**config.mk**
```make
export PLATFORM = sky130hd
export DESIGN_NAME = pkht_queue
export DESIGN_NICKNAME = d
export VERILOG_FILES = /design/src/sv/pkht_pkg.sv /design/src/sv/pkht_queue.sv
export SDC_FILE = /design/constraint.sdc
export NUM_CORES = 1
export LEC_CHECK = 0
export ABC_AREA = 1
export BUFFER_PORTS_ARGS = -buffer_cell sky130_fd_sc_hd__buf_2
export CAP_MARGIN = 20
export CORE_UTILIZATION = 43
export DETAILED_ROUTE_END_ITERATION = 7
export PLACE_DENSITY = 0.76
export SYNTH_ARGS = -nofsm -noshare
export SYNTH_HDL_FRONTEND = slang
export SYNTH_SLANG_ARGS = --single-unit
```
**constraint.sdc**
```tcl
create_clock -name clock -period 1.45 [get_ports clock]
set_input_delay 0.29 -clock clock [delete_from_list [all_inputs] [get_ports clock]]
set_output_delay 0.29 -clock clock [all_outputs]
set_load 0.01 [all_outputs]
```
**src/sv/pkht_pkg.sv**
```systemverilog
`timescale 1ns / 1ps
// ----------------------------------------------------------------------------
// pkht_pkg
// Shared types and constants of the pointer key hash table.
// ----------------------------------------------------------------------------
package pkht_pkg;

   localparam int BUCKETS_DEF      = 512;
   localparam int BUCKET_DEPTH_DEF = 4;
   localparam int QUEUE_DEPTH      = 2;
   localparam int KEY_BITS         = 32;

   localparam logic [1:0] OP_LOOKUP = 2'd0;
   localparam logic [1:0] OP_INSERT = 2'd1;
   localparam logic [1:0] OP_REMOVE = 2'd2;

   localparam logic [1:0] ST_DONE = 2'd0;
   localparam logic [1:0] ST_MISS = 2'd1;
   localparam logic [1:0] ST_FULL = 2'd2;

   typedef struct packed {
      logic [1:0]  operation;
      logic [31:0] key;
      logic [31:0] value;
   } req_type;

   typedef struct packed {
      logic [1:0]  status;
      logic [31:0] value_res;
   } rsp_type;

   typedef struct packed {
      logic full;
      logic empty;
   } queue_flags_type;

endpackage

```
**src/sv/pkht_queue.sv**
```systemverilog
`timescale 1ns / 1ps
// ----------------------------------------------------------------------------
// pkht_queue
// Short first-in first-out queue between the front and the back.
// ----------------------------------------------------------------------------
module pkht_queue #(
   parameter int WIDTH = 8
) (
   input  logic                      clock,
   input  logic                      reset,
   input  logic                      push,
   input  logic [WIDTH-1:0]          push_data,
   input  logic                      pop,
   output logic [WIDTH-1:0]          pop_data,
   output pkht_pkg::queue_flags_type flags
);

   localparam int DEPTH    = pkht_pkg::QUEUE_DEPTH;
   localparam int PTR_BITS = $clog2(DEPTH);
   localparam int CNT_BITS = $clog2(DEPTH + 1);

   logic [WIDTH-1:0]    slot_ff [DEPTH];
   logic [PTR_BITS-1:0] wr_ptr_ff, wr_ptr_in;
   logic [PTR_BITS-1:0] rd_ptr_ff, rd_ptr_in;
   logic [CNT_BITS-1:0] count_ff, count_in;
   logic                do_push, do_pop;

   assign flags.full  = (count_ff == CNT_BITS'(DEPTH));
   assign flags.empty = (count_ff == '0);
   assign do_push     = push && !flags.full;
   assign do_pop      = pop && !flags.empty;
   assign pop_data    = slot_ff[rd_ptr_ff];

   always_comb begin
      wr_ptr_in = wr_ptr_ff;
      rd_ptr_in = rd_ptr_ff;
      count_in  = count_ff;
      if (do_push) begin
         wr_ptr_in = (wr_ptr_ff == PTR_BITS'(DEPTH - 1)) ? '0 : wr_ptr_ff + 1'b1;
      end
      if (do_pop) begin
         rd_ptr_in = (rd_ptr_ff == PTR_BITS'(DEPTH - 1)) ? '0 : rd_ptr_ff + 1'b1;
      end
      if (do_push && !do_pop) begin
         count_in = count_ff + 1'b1;
      end else if (do_pop && !do_push) begin
         count_in = count_ff - 1'b1;
      end
   end

   always_ff @(posedge clock) begin
      if (reset) begin
         wr_ptr_ff <= '0;
         rd_ptr_ff <= '0;
         count_ff  <= '0;
      end else begin
         wr_ptr_ff <= wr_ptr_in;
         rd_ptr_ff <= rd_ptr_in;
         count_ff  <= count_in;
      end
      if (do_push) begin
         slot_ff[wr_ptr_ff] <= push_data;
      end
   end

endmodule

```
---- Yosys cells after proc, flatten, opt, wreduce, memory -nomap -nowiden ----
Memory sizes are Yosys's and may differ from the RTL's. A register that Yosys moved wholly into a read port is not among the register bits.
Index checks and enable logic that the tools add are counted.
word-level totals
  input port bits ......................... 12
  logic and storage cells ................. 27
  memories ................................ 1
  flip-flop bits (word level) ............. 4
  memory bits (writable) .................. 16
memory list
  memory   depth  width  read ports  clocked after memory_dff  wr ports  line              source
  slot_ff  2      8      1           1                         1         pkht_queue.sv:22  logic [WIDTH-1:0] slot_ff [DEPTH];
operators by class
  mux-type cells .......................... 8
  reductions and logical operators ........ 10
  $add $sub $neg .......................... 4
  equality and inequality tests ........... 1
operator list
  kind                                                                count
  1-bit 2-to-1 mux                                                    6
  1-bit logical AND                                                   4
  1-bit logical NOT                                                   4
  2-bit 2-to-1 mux                                                    2
  1-bit adder, second input constant                                  2
  2-bit by 1-bit adder with 2-bit output, second input constant       1
  2-bit equality test, second input constant                          1
  2-bit logical NOT                                                   1
  2-bit nonzero test                                                  1
  2-bit by 1-bit subtractor with 2-bit output, second input constant  1

---- Logic depth before layout (Yosys ltp) ----
Gate-level depths: netlist of run 1.
  depth in word-level cells ............... 7
  mapped depth ............................ 10
  depth with buffers taken out ............ 10

---- Worst setup path before layout of run 1 ----
OpenSTA, ideal clock, no wires.
  kind .................................... register to register
  from .................................... register count_ff[0]
  to ...................................... memory slot_ff[1][0] (enable)
  library setup time ...................... 370 ps
  stages on the path, launching flop included .. 3
  path buffers ............................ 0
  arrival time ............................ 951 ps
  period minus slack after synthesis ...... 1,321 ps
  path slack .............................. 129 ps
  cells stage by stage .................... dfxtp_1 o21ai_2 nor2_1
on the way
  word-level cells in the longest chain between the ends .. 5
RTL lines
  item                                    line              source
  start, declared                         pkht_queue.sv:25  logic [CNT_BITS-1:0] count_ff, count_in;
  start signal, assigned                  pkht_queue.sv:59  count_ff <= count_in;
  2-bit equality test                     pkht_queue.sv:28  assign flags.full = (count_ff == CNT_BITS'(DEPTH));
  1-bit logical NOT                       pkht_queue.sv:30  assign do_push = push && !flags.full;
  1-bit logical AND                       pkht_queue.sv:30
  1-bit 2-to-1 mux                        pkht_queue.sv:61  if (do_push) begin
  1-bit 2-to-1 mux (not written as such)  pkht_queue.sv:62  slot_ff[wr_ptr_ff] <= push_data;
  end, declared                           pkht_queue.sv:22
No other way between the ends.

==> reports/metrics.cfg, run 1 <==
[pwr]
max-vdd-ir-drop_mv = 0.946
p_per_area_nw_per_um2 = 1660
power.leakage_nw = 0.477
power_mw = 1.84

[yosys]
synth.largest_area_cell = edfxtp_1
synth_area_per_cell_um2 = 13.4
synthSimpleGateAreaFrac_pct = 8.31
synth.area.mux_share_pct = 10.9
netlist_area_um2 = 828
synth_top_area_share_pct = 58.0
synthTopCellsByArea = edfxtp_1 58%, dfxtp_1 12%, mux2_2 11%
synth_seq_cells = 21
netlist-cell-type-count = 16
yosysSeqAreaShare_pct = 70.1
synth_top_family_by_area = multiplexers
syn_inst = 62
synthAdderAreaFrac_pct = 1.51
ys_warn_count = 0
syn-num-nets = 75
synth_compound_area_share_pct = 4.53
synth-xor-area-share_pct = 0

[timing]
fin_crit_ns = 1.48
slew-limit-headroom_pct = 87.7
fin_hold_ws_ns = 0.175
hold_viol_final = 0
setup_ws_ns = -0.0326
timing.final.crit_share_pct = 102
max_slew.worst_pin.slew_ns = 0.184
slew_violations = 0
rsz0062_at_grt = yes
fmax_mhz = 675
fin_skew_ns = 0.00127
setup_violations = 8

[drt]
drtPass1Iterations = 3
num_vias = 548
drt_iter0_markers = 11
wl_per_cell_um = 11.4
routed_wl_um = 1320
antenna_left = 0
viasPerCell = 4.72
drcViolationCount = 0

[layout]
final_common_cell = edfxtp_1
final_cell_mix = 16 x edfxtp_1, 13 x buf_2, 9 x nor2_1
instances_no_fill = 116
nFillCells = 153
diodes = 0
area_growth_syn_to_layout_pct = 34.0
drive_gt1_share_pct = 51.6
nNetsFinal = 105

[worst_setup_path]
worstSetupPathType = reg -> out
crit_fanout = 8
cp_slowest_stage_delay_ns = 0.45
start_kind = flop
cp_slowest_cell = dfxtp_4
end_kind = output pin
cp_cell_sequence = mux2_4 -> buf_6
critPathRequiredTime_ns = 1.16
cp.arrival_ns = 1.19

[clock_tree]
cts_hold_buffers = 0
cts.sinks = 21
cts_root_buf = clkbuf_4
tritoncts = done
clk_pin_slew_ns = 0.11
ctsLongestPathBuffers = 2
clk_latency_ns = 0.29
h-tree-depth = 1
numCtsBuffers = 3

[die]
io_pins = 22
core_area_um2 = 1760
die_area_um2 = 2110
die_y_um = 45.9
rows = 15
start_util_pct = 47.0
dieWidth_um = 45.9

[place]
dp_hpwl_um = 916
portBuffers = 21
placedCellCount = 111
pre_cts_ws_ns = 0.116
gp_congestion = 0.665

[outcome]
status = complete, but fails checks
violations = negative setup slack

[global_routing]
grt_max_degree = 12
grt_antenna_before_repair = 0
grt_pass1_vias = 546
grt_overflow = 0
grtUsageTotal_pct = 15.2
grt_pass1_wl_um = 2130

[flow_run]
maxCapViolCount = 0

[worst_hold_path]
hp-class = in -> reg

-- state kept, by name, summed over array words and instances, names as in the netlist, named ones only --
signal     flops
slot_ff       16
count_ff       2
rd_ptr_ff      1
wr_ptr_ff      1
-- cells in the mapped netlist, drive strengths merged --
| master | n |
|---|---|
| edfxtp | 16 |
| inv | 9 |
| nor2 | 9 |
| mux2 | 8 |
| dfxtp | 5 |
| o21ai | 5 |
| nand2 | 4 |
| a21oi | 1 |
| and2 | 1 |
| buf | 1 |
| ha | 1 |
| nand3 | 1 |
| nand4 | 1 |
-- critical path: cells and delay by family, from the launching register on --
kind	cells	cell delay, ns
DFF	1	0.45
muxes	1	0.32
buffers and inverters	1	0.12
-- power breakdown --
group | internal, mW | total, mW | switching, mW
logic | 0.403 | 0.714 | 0.311
registers | 0.778 | 0.860 | 0.0822
clock network | 0.107 | 0.271 | 0.163
-- per-stage QoR --
stage	utilization (%)	area [um^2]	setup TNS [ns]
floorplan	-	828	0
global placement	56.1	990	0
detailed placement	56.1	990	0
CTS	62.3	1100	-0.377
global route	62.9	1110	-0.681
finish	62.9	1110	-0.222
-- cell families (layout without fill, tap and decap cells) --
group	Yosys count	count (layout)
flip-flops	21	21
AND/OR/NAND/NOR	16	16
AO/OA/AOI/OAI	6	6
buffers and inverters	10	39
adder cells (fa/ha/maj)	1	1
multiplexers	8	8
-- metal layers --
metal	up-vias	part of all wire, %	track usage, %
met3	2	5.4	4.76
li1	268	-	-
met2	16	54	25.1
met4	0	0.83	10.6
met5	-	0	0
met1	262	39	16.4
-- area by class of cell --
| cell class | count | area [um^2] | share of cell area [%] |
|---|---|---|---|
| flip-flops and latches | 21 | 587 | 52.9 |
| multi-input cells | 31 | 239 | 21.5 |
| repair buffers | 26 | 193 | 17.4 |
| inverters | 9 | 33.8 | 3.04 |
| well taps | 25 | 31.3 | 2.82 |
| clock buffers | 4 | 26.3 | 2.37 |
-- worst paths after layout --
kind                         to  cells after the start  slack, ns          from
setup / recovery    pop_data[2]                      2      -0.03          flop
setup reg to reg    count_ff[1]                      9       0.15   count_ff[1]
hold / removal    slot_ff[0][5]                      1       0.17  push_data[5]
hold reg to reg       wr_ptr_ff                      2       0.53     wr_ptr_ff
-- what timing repair did --
item,in CTS,in global routing
buffers inserted,0,1
setup endpoints to repair,8,11
resized for setup,18,4
pin swaps,0,1
Power figures use the tool's default switching activity.
==> run 2: changes to the inputs <==
Settings changed: SETUP_SLACK_MARGIN set to 0.1.
==> reports/metrics.cfg, run 2 (synthesized netlist as in run 1, its figures left out) <==
[outcome]
status = complete, but fails checks  ; unchanged
violations = negative setup slack  ; unchanged

[die]
die_area_um2 = 2110  ; unchanged
core_area_um2 = 1760  ; unchanged
die_y_um = 45.9  ; unchanged
dieWidth_um = 45.9  ; unchanged
start_util_pct = 47.0  ; unchanged
io_pins = 22  ; unchanged
rows = 15  ; unchanged

[worst_setup_path]
crit_fanout = 8  ; unchanged
reg2reg_depth = 7  ; was 9
timing.rr.start = count_ff[1]  ; unchanged
start_kind = flop  ; unchanged
cp_slowest_stage_delay_ns = 0.45  ; about the same
critPathRequiredTime_ns = 1.16  ; about the same
reg2reg_to = count_ff[0]  ; was count_ff[1]
critical_path.top_delay_family = flip-flops  ; unchanged
worstSetupPathType = reg -> out  ; unchanged
r2r_slack_ns = 0.12  ; was 0.15 ns
critical_path_buf_inv_count = 1  ; unchanged
end_kind = output pin  ; unchanged
cp_cell_sequence = mux2_4 -> buf_6  ; unchanged
cp.arrival_ns = 1.20  ; was 1.19 ns
cp_slowest_cell = dfxtp_4  ; unchanged

[layout]
largest_reg_flops = 16  ; unchanged
diodes = 0  ; unchanged
final_cell_mix = 16 x edfxtp_1, 13 x buf_2, 10 x buf_6  ; was 16 x edfxtp_1, 13 x buf_2, 9 x nor2_1
final_common_cell = edfxtp_1  ; unchanged
largest_register = slot_ff  ; unchanged
instances_no_fill = 119  ; was 116
reg_top3 = slot_ff (16), count_ff (2)  ; unchanged
drive_gt1_share_pct = 56.4  ; was 51.6%
nNetsFinal = 108  ; was 105
area_growth_syn_to_layout_pct = 42.7  ; was 34.0%

[timing]
fin_skew_ns = 0.00337  ; was 0.00127 ns
fmax_mhz = 673  ; was 675 MHz
setup_violations = 8  ; unchanged
rsz0062_at_grt = yes  ; unchanged
fin_crit_ns = 1.49  ; was 1.48 ns
setup_ws_ns = -0.0362  ; was -0.0326 ns
slew-limit-headroom_pct = 87.0  ; was 87.7%
max_slew.worst_pin.slew_ns = 0.193  ; was 0.184 ns
timing.final.crit_share_pct = 102  ; about the same
hold_viol_final = 0  ; unchanged
slew_violations = 0  ; unchanged

[global_routing]
grt_use_met1_pct = 16.4  ; unchanged
grt_pass1_vias = 546  ; unchanged
grt_antenna_before_repair = 0  ; unchanged
grt_overflow = 0  ; unchanged
use_met2_pct = 25.1  ; unchanged
grtUsageTotal_pct = 15.2  ; unchanged
grt_pass1_wl_um = 2130  ; unchanged
use_met3_pct = 4.76  ; unchanged
busiest_layer = met2  ; unchanged
grt_max_degree = 12  ; unchanged

[worst_hold_path]
hold_depth = 1  ; unchanged
hp-class = in -> reg  ; unchanged
min_to = slot_ff[1][5]  ; was slot_ff[0][5]
worstHoldStart = push_data[5]  ; unchanged

[clock_tree]
clk_latency_ns = 0.30  ; was 0.29 ns
cts.sinks = 21  ; unchanged
clk_pin_slew_ns = 0.11  ; about the same
cts_root_buf = clkbuf_4  ; unchanged
numCtsBuffers = 3  ; unchanged
cts_hold_buffers = 0  ; unchanged
ctsLongestPathBuffers = 2  ; unchanged
h-tree-depth = 1  ; unchanged
tritoncts = done  ; unchanged

[pwr]
power.leakage_nw = 0.498  ; was 0.477 nW
power_mw = 2.03  ; was 1.84 mW
p_per_area_nw_per_um2 = 1720  ; was 1660 nW/um^2
max-vdd-ir-drop_mv = 1.04  ; was 0.946 mV

[flow_run]
maxCapViolCount = 0  ; unchanged

[drt]
viasPerCell = 4.92  ; was 4.72
drt_iter0_markers = 9  ; was 11
drcViolationCount = 0  ; unchanged
wl_per_cell_um = 12.5  ; was 11.4 um
antenna_left = 0  ; unchanged
routed_wl_um = 1480  ; was 1320 um
num_vias = 586  ; was 548
drtPass1Iterations = 4  ; was 3

[place]
portBuffers = 21  ; unchanged
placedCellCount = 111  ; unchanged
dp_hpwl_um = 916  ; unchanged
gp_congestion = 0.665  ; unchanged

[run 2: area by class of cell]
class	instances	area, um^2
Tap cell	25	31.3
Fill cell	141	582
Timing Repair Buffer	29	223
Sequential cell	21	589
Multi-Input combinational cell	31	274
Inverter	9	38.8
Clock buffer	4	26.3
[run 2: worst max-delay path by stage]
stage / from / endpoint / cells past startpoint
2_1_floorplan: count_ff[0] / slot_ff[1][0] / 2
3_3_place_gp: flop / pop_data[2] / 2
3_5_place_dp: flop / pop_data[2] / 2
4_1_cts: flop / pop_data[2] / 2
5_1_grt: flop / pop_data[5] / 2
6_report: flop / pop_data[2] / 2
[run 2: metrics by stage]
stage | cell area [um^2] | utilization, % | TNS [ns] | setup slack, ns | hold WS (ns)
CTS | 1100 | 62.4 | -0.377 | -0.0508 | 0.166
detailed placement | 990 | 56.1 | 0 | 0.116 | 0.483
global route | 1180 | 67.0 | -0.680 | -0.0883 | 0.152
floorplan | 828 | - | 0 | 0.129 | 0.389
global placement | 990 | 56.1 | 0 | 0.130 | 0.479
finish | 1180 | 67.0 | -0.251 | -0.0362 | 0.167
[run 2: what timing repair did]
action                                  CTS  global route
endpoints found under the setup margin   11            12
gates resized for setup                  19            13
pin swaps                                 0             7
cloned                                    0             0
buffers inserted                          0             4
[run 2: report_power, final]
part           internal, mW  switching, mW  total, mW  leakage (nW)
registers             0.783         0.0995      0.883         0.192
clock network         0.107          0.170      0.278        0.0150
logic                 0.496          0.373      0.869         0.291
[run 2: layer usage]
layer	up-vias	wire (um)
met5	-	0
met2	18	807
met4	0	29
met1	286	574
met3	4	73
li1	278	-
