===== config.mk =====
export PLATFORM = sky130hd
export DESIGN_NAME = pkht_front
export DESIGN_NICKNAME = d
export VERILOG_FILES = /design/src/sv/pkht_pkg.sv /design/src/sv/pkht_front.sv
export SDC_FILE = /design/constraint.sdc
export NUM_CORES = 1
export LEC_CHECK = 0
export ABC_AREA = 1
export BUFFER_PORTS_ARGS = -buffer_cell sky130_fd_sc_hd__buf_2
export CORE_MARGIN = 4
export CORE_UTILIZATION = 48
export DETAILED_ROUTE_END_ITERATION = 7
export PLACE_DENSITY_LB_ADDON = 0.15
export SLEW_MARGIN = 15
export SYNTH_ARGS = -nofsm -noshare
export SYNTH_HDL_FRONTEND = slang
export SYNTH_SLANG_ARGS = --single-unit

===== constraint.sdc =====
create_clock -name clock -period 3.4 [get_ports clock]
set_input_delay 0.51 -clock clock [delete_from_list [all_inputs] [get_ports clock]]
set_output_delay 0.51 -clock clock [all_outputs]
set_load 0.01 [all_outputs]

===== src/sv/pkht_pkg.sv =====
`timescale 1ns / 1ps
// ----------------------------------------------------------------------------
// pkht_pkg
// Shared types and constants of the pointer key hash table.
// ----------------------------------------------------------------------------
package pkht_pkg;

   localparam int BUCKETS_DEF      = 512;
   localparam int BUCKET_DEPTH_DEF = 4;
   localparam int QUEUE_DEPTH      = 2;
   localparam int KEY_BITS         = 32;

   localparam logic [1:0] OP_LOOKUP = 2'd0;
   localparam logic [1:0] OP_INSERT = 2'd1;
   localparam logic [1:0] OP_REMOVE = 2'd2;

   localparam logic [1:0] ST_DONE = 2'd0;
   localparam logic [1:0] ST_MISS = 2'd1;
   localparam logic [1:0] ST_FULL = 2'd2;

   typedef struct packed {
      logic [1:0]  operation;
      logic [31:0] key;
      logic [31:0] value;
   } req_type;

   typedef struct packed {
      logic [1:0]  status;
      logic [31:0] value_res;
   } rsp_type;

   typedef struct packed {
      logic full;
      logic empty;
   } queue_flags_type;

endpackage


===== src/sv/pkht_front.sv =====
`timescale 1ns / 1ps
// ----------------------------------------------------------------------------
// pkht_front
// Accepts items, folds the key into a hash and reduces it to a bucket index
// with a reciprocal multiplication (states F_MUL and F_MOD), then pushes the
// classified item into the queue.
// ----------------------------------------------------------------------------
module pkht_front #(
   parameter int BUCKETS     = pkht_pkg::BUCKETS_DEF,
   parameter int BUCKET_BITS = $clog2(BUCKETS)
) (
   input  logic                               clock,
   input  logic                               reset,
   input  logic                               block,
   input  logic                               req_valid,
   output logic                               req_stall,
   input  pkht_pkg::req_type                  req_data,
   output logic                               push,
   output logic [$bits(pkht_pkg::req_type)+BUCKET_BITS-1:0] push_data,
   input  pkht_pkg::queue_flags_type          flags
);

   typedef enum logic [3:0] {
      F_IDLE = 4'b0001,
      F_MUL  = 4'b0010,
      F_MOD  = 4'b0100,
      F_PUSH = 4'b1000
   } fstate_type;

   localparam int PROD_BITS = 65;
   // ceil(2^(32+BUCKET_BITS) / BUCKETS): the quotient is exact for any 32-bit hash
   localparam logic [32:0] RECIP =
      33'(((64'd1 << (32 + BUCKET_BITS)) + 64'(BUCKETS) - 64'd1) / 64'(BUCKETS));
   localparam logic [BUCKET_BITS-1:0] MOD_LOW = BUCKET_BITS'(BUCKETS);

   fstate_type              state_ff, state_in;
   pkht_pkg::req_type       item_ff, item_in;
   logic [31:0]             h_ff, h_in;
   logic [PROD_BITS-1:0]    prod_ff, prod_in;
   logic [BUCKET_BITS-1:0]  rem_ff, rem_in;
   logic [BUCKET_BITS-1:0]  q_low;
   logic [BUCKET_BITS-1:0]  qm_low;
   logic                    accept;

   assign req_stall = (state_ff != F_IDLE) || block;
   assign accept    = req_valid && !req_stall;
   assign push      = (state_ff == F_PUSH);
   assign push_data = {item_ff, rem_ff};

   // the remainder is below 2^BUCKET_BITS, so only the low bits of the quotient count
   assign q_low  = prod_ff[32 + BUCKET_BITS +: BUCKET_BITS];
   assign qm_low = q_low * MOD_LOW;

   always_comb begin
      state_in = state_ff;
      item_in  = item_ff;
      h_in     = h_ff;
      prod_in  = prod_ff;
      rem_in   = rem_ff;
      unique case (state_ff)
         F_IDLE: begin
            if (accept) begin
               item_in  = req_data;
               h_in     = req_data.key + (req_data.key >> 8) + (req_data.key >> 16)
                          + (req_data.key >> 24);
               state_in = F_MUL;
            end
         end
         F_MUL: begin
            prod_in  = PROD_BITS'(h_ff) * PROD_BITS'(RECIP);
            state_in = F_MOD;
         end
         F_MOD: begin
            rem_in   = h_ff[BUCKET_BITS-1:0] - qm_low;
            state_in = F_PUSH;
         end
         F_PUSH: begin
            if (!flags.full) begin
               state_in = F_IDLE;
            end
         end
         default: state_in = F_IDLE;
      endcase
   end

   always_ff @(posedge clock) begin
      if (reset) begin
         state_ff <= F_IDLE;
      end else begin
         state_ff <= state_in;
      end
      item_ff <= item_in;
      h_ff    <= h_in;
      prod_ff <= prod_in;
      rem_ff  <= rem_in;
   end

endmodule


# == After elaboration in Yosys (flattened, before gate mapping) ==
# Index checks and enable logic that the tools add are counted.
# W data, S select, Z words.
# totals
regBits,88
output_inout_bits,77
inputBits,72
word_cells,24
# op_classes
addsub,3
n_mux,3
n_eq_ne,7
reduce_logical,5
# ops
operator,count
$add A9 B9 Y9,2
$pmux W4 S4,1
$add A9 B8 Y9,1
$mux W4,2
$eq A4 B1 Y1 const B,1
$eq A4 B2 Y1 const B,1
$eq A4 B3 Y1 const B,1
$eq A4 B4 Y1 const B,1
$ne A2 B2 Y1 const B,2
$ne A4 B1 Y1 const B,1
$reduce_and A2 Y1,2
$logic_and A1 B1 Y1,1
$logic_not A1 Y1,1
$logic_or A1 B1 Y1,1

# == Depth between registers and ports, before layout ==
# Gate-level depths: netlist of run 1.
# logic_depth
depth_word,6
ltp_mapped,12
ltp_nobuf,12

# == Worst setup path after synthesis of run 1 ==
# No wires, ideal clock.
# synth_timing
path_kind,input-to-reg
start,in req_data[33] in the netlist's numbering
end,reg h_ff[7] (data pin)
slack_ps,599
cell_stages,11
required_time_ps,3147
path_buffers,0
arrival_ps,2548
setup_time_ps,253
cell_sequence,inv_1 -> fa_1 -> inv_1 -> fa_1 -> ha_1 -> inv_1 -> fa_1 -> inv_1 -> nand4_1 -> nand4_1 -> nand2_1
# synth_between
elab_chain_cells,3
# synth_lines
element,line,source
from (decl),pkht_front.sv:17,"input pkht_pkg::req_type req_data,"
$add A9 B9 Y9 (2 in series),pkht_front.sv:64,h_in = req_data.key + (req_data.key >> 8) + (req_data.key >> 16)
$add A9 B8 Y9,pkht_front.sv:65,+ (req_data.key >> 24);
to (signal assigned),pkht_front.sv:93,h_ff <= h_in;
to (decl),pkht_front.sv:38,"logic [31:0] h_ff, h_in;"
# No other way between the ends.
# A chain may end at the register's enable or synchronous reset.

# == Worst setup path after layout of run 1 ==
# Same ends and word-level chain as after synthesis.

==> results of run 1 <==
==> worst reg2reg max path, cell delays in order, from the launching register on <==
cell and delay [ns]:
dfxtp_1 0.33, inv_1 0.11, nand4_1 0.13, inv_1 0.11, nand3_1 0.11, inv_2 0.44
buf_12 0.35
==> metrics by stage <==
stage,area [µm²],util (%)
after global placement,4470,61.6
final,4680,64.6
after global routing,4680,64.6
after CTS,4680,64.6
after detailed placement,4470,61.6
after floorplan,3590,-
==> final cells by class <==
class                   instances  area (µm²)  area share [%]
flip-flops and latches         88        2600            55.6
clock inverters                 5        80.1            1.71
clock buffers                  11         131            2.81
multi-input cells              87         741            15.8
inverters                      66         248            5.29
well taps                      99         124            2.65
repair buffers                148         756            16.1
==> power groups by stage <==
stage / clock network, µW / registers [µW] / logic, µW
after floorplan: 0 / 1340 / 274
after global placement: 0 / 1310 / 432
after detailed placement: 0 / 1320 / 443
after CTS: 785 / 1290 / 447
after global routing: 835 / 1300 / 509
final: 766 / 1290 / 436
==> final timing paths <==
| check | to | depth (start not counted) |
|---|---|---|
| min reg2reg | rem_ff[6] | 0 |
| min | push_data[18] | 1 |
| max | h_ff[7] | 12 |
| max reg2reg | push_data[10] | 6 |
==> cell families after synthesis <==
| family | Yosys count | synth area share [%] |
|---|---|---|
| simple gates | 54 | 7.14 |
| compound gates | 5 | 0.801 |
| fa+ha+maj | 24 | 11.7 |
| xor+xnor | 4 | 0.976 |
| buf+inv | 66 | 6.90 |
| flops | 88 | 72.5 |
==> registers in the layout (all words and copies together) (netlist names) <==
register,cells
state_ff,4
rem_ff,9
h_ff,9
push_data,66
==> cell usage in the layout, fill, tap and decap left out, types with 2 or more instances in the layout <==
cell type,count
nand4_1,5
bufinv_16,2
nand3_1,7
a21oi_1,3
clkbuf_8,9
xor2_1,3
buf_2,147
clkbuf_1,2
nor2_1,4
inv_1,65
fa_1,16
dfxtp_1,4
ha_1,8
nor3_1,2
nand2_1,30
edfxtp_1,84
nand3_2,2
==> cells in the mapped netlist, types with 2 or more instances <==
cell type   n  area (µm²)
inv_1      66         248
nor2_1      4        15.0
dfxtp_1     4        80.1
ha_1        8         100
nor3_1      2        10.0
xor2_1      3        26.3
nand4_1     5        31.3
nand3_1     7        35.0
edfxtp_1   84        2520
a21oi_1     3        15.0
nand3_2     2        20.0
nand2_1    30         113
fa_1       16         320
==> metal layers <==
layer | routed length (µm) | global-route usage, %
met2 | 3230 | 26.1
met3 | 489 | 4.54
met1 | 2550 | 16.5
met5 | 0 | 0
met4 | 161 | 8.05
==> out/results.txt, run 1 <==
Die area = 0.00893 mm²
Hold_buf cts = 0
Die X = 94.5 µm
RR Startpoint = state_ff[1]
Max-Cap Viols = 0
Core Footprint = 0.00725 mm²
Hold WS = 0.333 ns
Switch Pwr = 616 µW
Crit-path leading delay family = adder cells
Crit-path cells = buf_2, inv_1, fa_1, inv_1, fa_1, ha_1, inv_1, fa_1, inv_1, nand4_1, nand4_1, nand2_1
Asr flop ratio synth = 0%
Fmax = 371 MHz
Sequential share of the synthesized area = 72.5%
Slowest stage cell, crit path = fa_1
Max-slew violations = 0
RSZ-0062 raised after global routing = false
Worst slew pin tran = 0.824 ns
Final hold vios = 0
Dpl hpwl = 4950 µm
Die extent in y = 94.5 µm
DR vias = 2194
Worst-Skew Late Latency = 0.34 ns
Bufs on Longest Clock Path = 2
Cells after DPL = 488
Clk sinks = 88
DR DRC count = 0
Pre-Repair DR Iteration Count = 4
Diodes inserted = 0
Place WS = 0.352 ns
TNS Setup = 0 ns
Routed Antenna Nets = 0
Crit-path max FO = 2
Routed len/inst = 12.8 µm
Fin cells = 504
Internal power = 1880 µW
Initial Util = 49.5%
Area Growth Syn to Fin = 30.4%
Relative slew slack = 44.8%
Largest net degree at the start of global routing = 51
Synth cell types = 20
Initial antenna violation count = 0
H-Tree Level Count = 3
Clock share of power = 30.7%
GR Util All Layers = 15.0%
Gr ovfl total = 0
Critical Path Source = req_data[33]
Min cycle time layout = 2.69 ns
Synthesized area = 0.00359 mm²
First-pass GRT wire length = 9890 µm
Lkg Pwr = 0.00218 µW
Hold Path Origin = req_data[9]
WP data arrival = 2.79 ns
Post-layout total power = 2490 µW
Worst reg2reg setup slack = 1.47 ns
Crit path capture type = flop
Post-CTS Setup Bufs = 0
Final worst slack = 0.707 ns
Post-synth EDFFs = 84
Routability cong. = 0.710
Vias per cell = 4.35
# IOs = 149
Cells after Synth = 241
Port Buffers = 147
Max IR drop VDD = 0.324 mV
Setup crit start kind = input port
Fill cells = 591
Clock root cell = clkbuf_8
Sw frac = 24.7%
Share of cells above drive strength 1 = 41.2%
Number of global-route vias before repair = 2168
Clk slew on worst S/H paths = 0.09 ns
CTS tree = done
Iteration-0 DRC Markers = 74
CP bufs+invs = 5
Most used cell, CP = inv_1
Yosys reg bits = 88
Syn Area/Cell = 14.9 µm²
Reg power frac = 51.8%
Site row count = 31
Comb power frac = 17.5%
Status = finished, final reports clean
Top_reg_cell synth = edfxtp_1
Final setup viols = 0
CTS resizes = 0
Setup CP Type = in2reg
Clock skew = 0.00948 ns
Syn Nets = 337
WL final = 6430 µm
Synth warn = 0
Final net count = 496
Worst Hold Class = in2reg
Pwr dens = 532 mW/mm²
CTS buffer count = 9
Period utilization = 79.2%
CP max stage delay = 0.53 ns
Worst Path Required = 3.50 ns
Power figures use the tool's default switching activity.
==> run 2: changes to the inputs <==
CORE_UTILIZATION = 43   (was 48)
clock period = 2.27 ns   (was 3.4 ns; I/O delays follow)
==> out/results.txt, run 2 (synthesized netlist as in run 1, its figures left out) <==
Status = complete, but fails checks
Failing checks = negative setup slack
Relative slew slack = 80.2% (+35 points)
Dpl hpwl = 5250 µm (+6.0%)
Die X = 99.4 µm (+5.2%)
H-Tree Level Count = 3 (unchanged)
Diodes inserted = 0 (unchanged)
Crit-path max FO = 2 (unchanged)
Slowest stage cell, crit path = fa_1
CP max stage delay = 0.55 ns (+0.02 ns)
Routed len/inst = 12.9 µm (+1.1%)
CTS tree = done
Initial antenna violation count = 0 (unchanged)
Final net count = 510 (+2.8%)
Lkg Pwr = 0.00225 µW (+3.4%)
Switch Pwr = 981 µW (+59%)
Max IR drop VDD = 0.380 mV (+17%)
Max-slew violations = 0 (unchanged)
Setup CP Type = in2reg
TNS Setup = -0.0895 ns (-0.0895 ns)
Worst slew pin tran = 0.296 ns (-0.527 ns)
Worst reg2reg setup slack = 0.70 ns (-0.77 ns)
Initial Util = 43.9% (-5.6 points)
Die area = 0.00988 mm² (+11%)
Final setup viols = 2 (+2)
Area Growth Syn to Fin = 37.8%
Largest net degree at the start of global routing = 53 (+3.9%)
Pre-Repair DR Iteration Count = 4 (unchanged)
Clock skew = 0.00912 ns (-0.000361 ns)
Fmax = 424 MHz
Port Buffers = 147 (unchanged)
DR vias = 2313 (+5.4%)
Worst Hold Class = in2reg
Pwr dens = 816 mW/mm² (+53%)
Clk sinks = 88 (unchanged)
Die extent in y = 99.4 µm (+5.2%)
RSZ-0062 raised after global routing = true
Leading cell type in the layout, fill and taps excluded = buf_2
Setup crit start kind = input port
Period utilization = 104%
Fill cells = 694 (+17%)
Most used cell, CP = inv_2
GR Util All Layers = 14.4% (-0.57 points)
Clk slew on worst S/H paths = 0.09 ns (about the same)
Worst-Skew Late Latency = 0.34 ns (about the same)
Worst Path Required = 2.37 ns (-1.13 ns)
Clock share of power = 31.4% (+0.7 points)
Reg power frac = 47.9% (-3.9 points)
Sw frac = 24.3% (-0.44 points)
Crit-path cells = buf_8, inv_8, fa_1, inv_2, fa_1, ha_2, inv_2, fa_2, inv_2, nand4_1, nand4_1, nand2_1
Hold WS = 0.159 ns (-0.173 ns)
DR DRC count = 0 (unchanged)
Crit-path leading delay family = adder cells
Gr ovfl total = 0 (unchanged)
Clock root cell = clkbuf_8
Crit path capture type = flop
Dpl cell area = 0.00466 mm² (+4.2%)
Iteration-0 DRC Markers = 43 (-42%)
Internal power = 3060 µW (+63%)
Max-Cap Viols = 0 (unchanged)
Min cycle time layout = 2.36 ns
First-pass GRT wire length = 11100 µm (+12%)
Max reg flops = 66 (unchanged)
WP data arrival = 2.46 ns (-0.33 ns)
Design Area, Final = 0.00495 mm² (+5.7%)
Final hold vios = 0 (unchanged)
Core Footprint = 0.00818 mm² (+13%)
Final worst slack = -0.0867 ns (-0.793 ns)
CP bufs+invs = 5 (unchanged)
Most frequent cells in the layout = buf_2, edfxtp_1, inv_1
Site row count = 33 (+6.5%)
Comb power frac = 20.7% (+3.2 points)
Routability cong. = 0.762 (+7.3%)
Hold_buf cts = 0 (unchanged)
Bufs on Longest Clock Path = 2 (unchanged)
Share of cells above drive strength 1 = 48.2% (+7.0 points)
Number of global-route vias before repair = 2385 (+10%)
# IOs = 149 (unchanged)
Vias per cell = 4.41 (+1.4%)
WL final = 6760 µm (+5.1%)
CTS buffer count = 9 (unchanged)
Routed Antenna Nets = 0 (unchanged)
==> run 2: what timing repair did <==
item,in CTS,in global routing
pin swaps,3,4
resized for setup,6,7
buffers inserted,0,1
setup endpoints to repair,3,4
==> run 2: worst paths after layout <==
kind,start,end,depth (start not counted)
max,req_data[33],h_ff[7],12
max reg2reg,state_ff[2],push_data[61],6
min,req_data[16],push_data[25],1
min reg2reg,h_ff[0],rem_ff[0],0
==> run 2: power groups by stage <==
stage               clock, µW  combinational (µW)  sequential (µW)
finish                   1270                 835             1940
global route             1400                 961             1940
CTS                      1310                 821             1940
detailed placement          0                 809             1970
global placement            0                 794             1970
floorplan                   0                 476             2010
==> run 2: final cells by class <==
type                       count  area, µm²  share of cell area, %
sequential                    88       2600                   52.6
timing repair buffer         162        883                   17.9
multi-input combinational     87        831                   16.8
inverter                      66        262                   5.29
clock buffer                  11        131                   2.66
tap                          105        131                   2.66
clock inverter                 5        106                   2.15
==> run 2: layer usage <==
layer / wire length [µm] / global-route usage (%)
met1: 2630 / 17.1
met2: 3490 / 24.8
met3: 536 / 4.49
met4: 102 / 5.36
met5: 0 / 0
==> run 2: through the flow <==
stage          util [%]  setup slack, ns  cells  power, µW
2_1_floorplan         -           -0.269    241       2480
3_3_place_gp       57.0           -0.495    507       2760
4_1_cts            60.0          -0.0637    523       4070
5_1_grt            60.5           -0.180    524       4300
3_5_place_dp       57.0           -0.532    507       2780
6_report           60.5          -0.0867    524       4040
==> run 3: changes to the inputs <==
ABC_AREA = 0   (was 1)
SLEW_MARGIN = unset   (was 15)
==> out/results.txt, run 3 <==
Worst Path Required = 2.36 ns (about the same)
Failing checks = negative setup slack
RR Startpoint = state_ff[0]
Period utilization = 111% (+6.9 points)
Largest area contributor in the synthesized netlist = edfxtp_1
Cells after DPL = 465 (-8.3%)
Crit path capture type = flop
Iteration-0 DRC Markers = 59 (+37%)
Asr flop ratio synth = 0% (unchanged)
Syn Nets = 298 (-12%)
Most frequent cells in the layout = buf_2, edfxtp_1, inv_1
Syn Area/Cell = 17.3 µm² (+16%)
Final worst slack = -0.243 ns (-0.157 ns)
Dpl cell area = 0.00452 mm² (-3.0%)
Leading cell type in the layout, fill and taps excluded = buf_2
GR Util All Layers = 14.4% (about the same)
Max-slew violations = 0 (unchanged)
Port Buffers = 147 (unchanged)
CTS buffer count = 9 (unchanged)
Clock root cell = clkbuf_8
RSZ-0062 raised after global routing = true
Hold_buf cts = 0 (unchanged)
Routed Antenna Nets = 0 (unchanged)
Die extent in y = 98.3 µm (-1.1%)
Synthesized area = 0.00350 mm² (-2.4%)
Slowest stage cell, crit path = fa_1
Final hold vios = 0 (unchanged)
Post-layout total power = 3680 µW (-8.9%)
Vias per cell = 4.46 (+1.0%)
CP max stage delay = 0.54 ns (about the same)
Bufs on Longest Clock Path = 2 (unchanged)
WL final = 6700 µm (-0.96%)
Lkg Pwr = 0.00208 µW (-7.5%)
Design Area, Final = 0.00478 mm² (-3.4%)
Pwr dens = 770 mW/mm² (-5.7%)
Fill cells = 623 (-10%)
Setup CP Type = in2reg
Relative slew slack = 73.1% (-7.2 points)
Status = complete, but fails checks
Die X = 98.3 µm (-1.1%)
Gr ovfl total = 0 (unchanged)
CTS tree = done
Largest net degree at the start of global routing = 77 (+45%)
H-Tree Level Count = 3 (unchanged)
Core Util, Final = 61.2% (+0.69 points)
Max-Cap Viols = 0 (unchanged)
Worst Hold Class = in2reg
Synth cell types = 24 (+20%)
Yosys reg bits = 88 (unchanged)
Sequential share of the synthesized area = 74.3% (+1.8 points)
Synth warn = 0 (unchanged)
Top-count cell post-synth = edfxtp_1
Diodes inserted = 0 (unchanged)
Core Footprint = 0.00781 mm² (-4.5%)
Cells after Synth = 202 (-16%)
DR DRC count = 0 (unchanged)
Setup crit start kind = input port
Die area = 0.00966 mm² (-2.2%)
Worst slew pin tran = 0.404 ns (+0.107 ns)
Place WS = -0.706 ns (-0.174 ns)
Routability cong. = 0.767 (+0.66%)
Max IR drop VDD = 0.300 mV (-21%)
Pre-Repair DR Iteration Count = 4 (unchanged)
Hold Path Origin = req_data[19]
Initial antenna violation count = 0 (unchanged)
Routed len/inst = 13.8 µm (+7.0%)
Top_reg_cell synth = edfxtp_1
Synth top area cells = edfxtp_1, fa_1, inv_1, ha_1, dfxtp_1
Commonest cells post-synth = edfxtp_1, inv_1, fa_1
Share of cells above drive strength 1 = 51.2% (+3.0 points)
WP data arrival = 2.60 ns (+0.14 ns)
First-pass GRT wire length = 10700 µm (-3.2%)
Number of global-route vias before repair = 2238 (-6.2%)
Yosys top cell area share = 72.0% (+1.7 points)
Clock skew = 0.00666 ns (-0.00245 ns)
Initial Util = 44.9% (+0.96 points)
Worst-Skew Late Latency = 0.35 ns (about the same)
Dpl hpwl = 5130 µm (-2.2%)
Crit-path cells = buf_8, inv_8, fa_1, inv_2, fa_1, ha_2, inv_2, fa_2, nor2b_1, o21a_1, o21a_1, o311ai_1
Min cycle time layout = 2.51 ns (+0.157 ns)
Clk slew on worst S/H paths = 0.09 ns (about the same)
# IOs = 149 (unchanged)
Fmax = 398 MHz (-6.2%)
DR vias = 2163 (-6.5%)
Area Growth Syn to Fin = 36.3%
Critical Path Source = req_data[33]
Crit-path max FO = 2 (unchanged)
Fin cells = 485 (-7.4%)
Site row count = 32 (-3.0%)
Final setup viols = 5 (+3)
Max reg flops = 66 (unchanged)
Post-synth EDFFs = 84 (unchanged)
Clk sinks = 88 (unchanged)
Final net count = 474 (-7.1%)
==> run 3: path summary, 6_finish.rpt <==
check | endpoint | slack (ns) | depth (start not counted)
min | push_data[28] | 0.15 | 1
max | h_ff[7] | -0.24 | 12
min reg2reg | rem_ff[0] | 0.42 | 0
max reg2reg | push_data[70] | 0.50 | 3
==> run 3: layout make-up <==
class                   instances  area (µm²)  area share, %
well taps                     102         128           2.67
multi-input cells              71         779           16.3
clock inverters                 7        46.3          0.969
flip-flops and latches         88        2600           54.5
repair buffers                165         920           19.2
inverters                      43         179           3.74
clock buffers                   9         124           2.59
==> run 3: what timing repair did <==
| action | 4_1_cts | 5_1_grt |
|---|---|---|
| pin swaps | 9 | 3 |
| resized for setup | 10 | 6 |
| buffers inserted | 3 | 1 |
| setup endpoints to repair | 6 | 6 |
==> run 3: power breakdown <==
| part | switching (µW) | internal [µW] | total (µW) |
|---|---|---|---|
| Sequential | 23.5 | 1920 | 1940 |
| Clock | 541 | 395 | 936 |
| Combinational | 395 | 403 | 798 |
==> run 3: critical path: cells and delay by family <==
kind                     cells  cell delay [ns]
adder cells (fa/ha/maj)      4             1.57
buffers and inverters        4             0.20
AO/OA/AOI/OAI                3             0.37
AND/OR/NAND/NOR              1             0.12
==> run 3: cells by family after synthesis <==
group	share of synthesized area, %
fa+ha+maj	12.0
buf+inv	4.61
compound gates	3.07
xor+xnor	2.25
flops	74.3
simple gates	3.82
==> run 3: per-layer routing <==
metal / routed length [µm] / track usage [%]
met3: 495 / 5.21
met1: 2560 / 16.7
met2: 3510 / 24.3
met4: 123 / 6.09
met5: 0 / 0
==> run 3: through the flow <==
stage                     hold slack, ns  setup TNS [ns]
final                              0.155          -0.759
after global routing               0.117           -1.05
after CTS                          0.125          -0.587
after detailed placement           0.405           -3.56
after global placement             0.403           -3.36
after floorplan                    0.400           -1.54
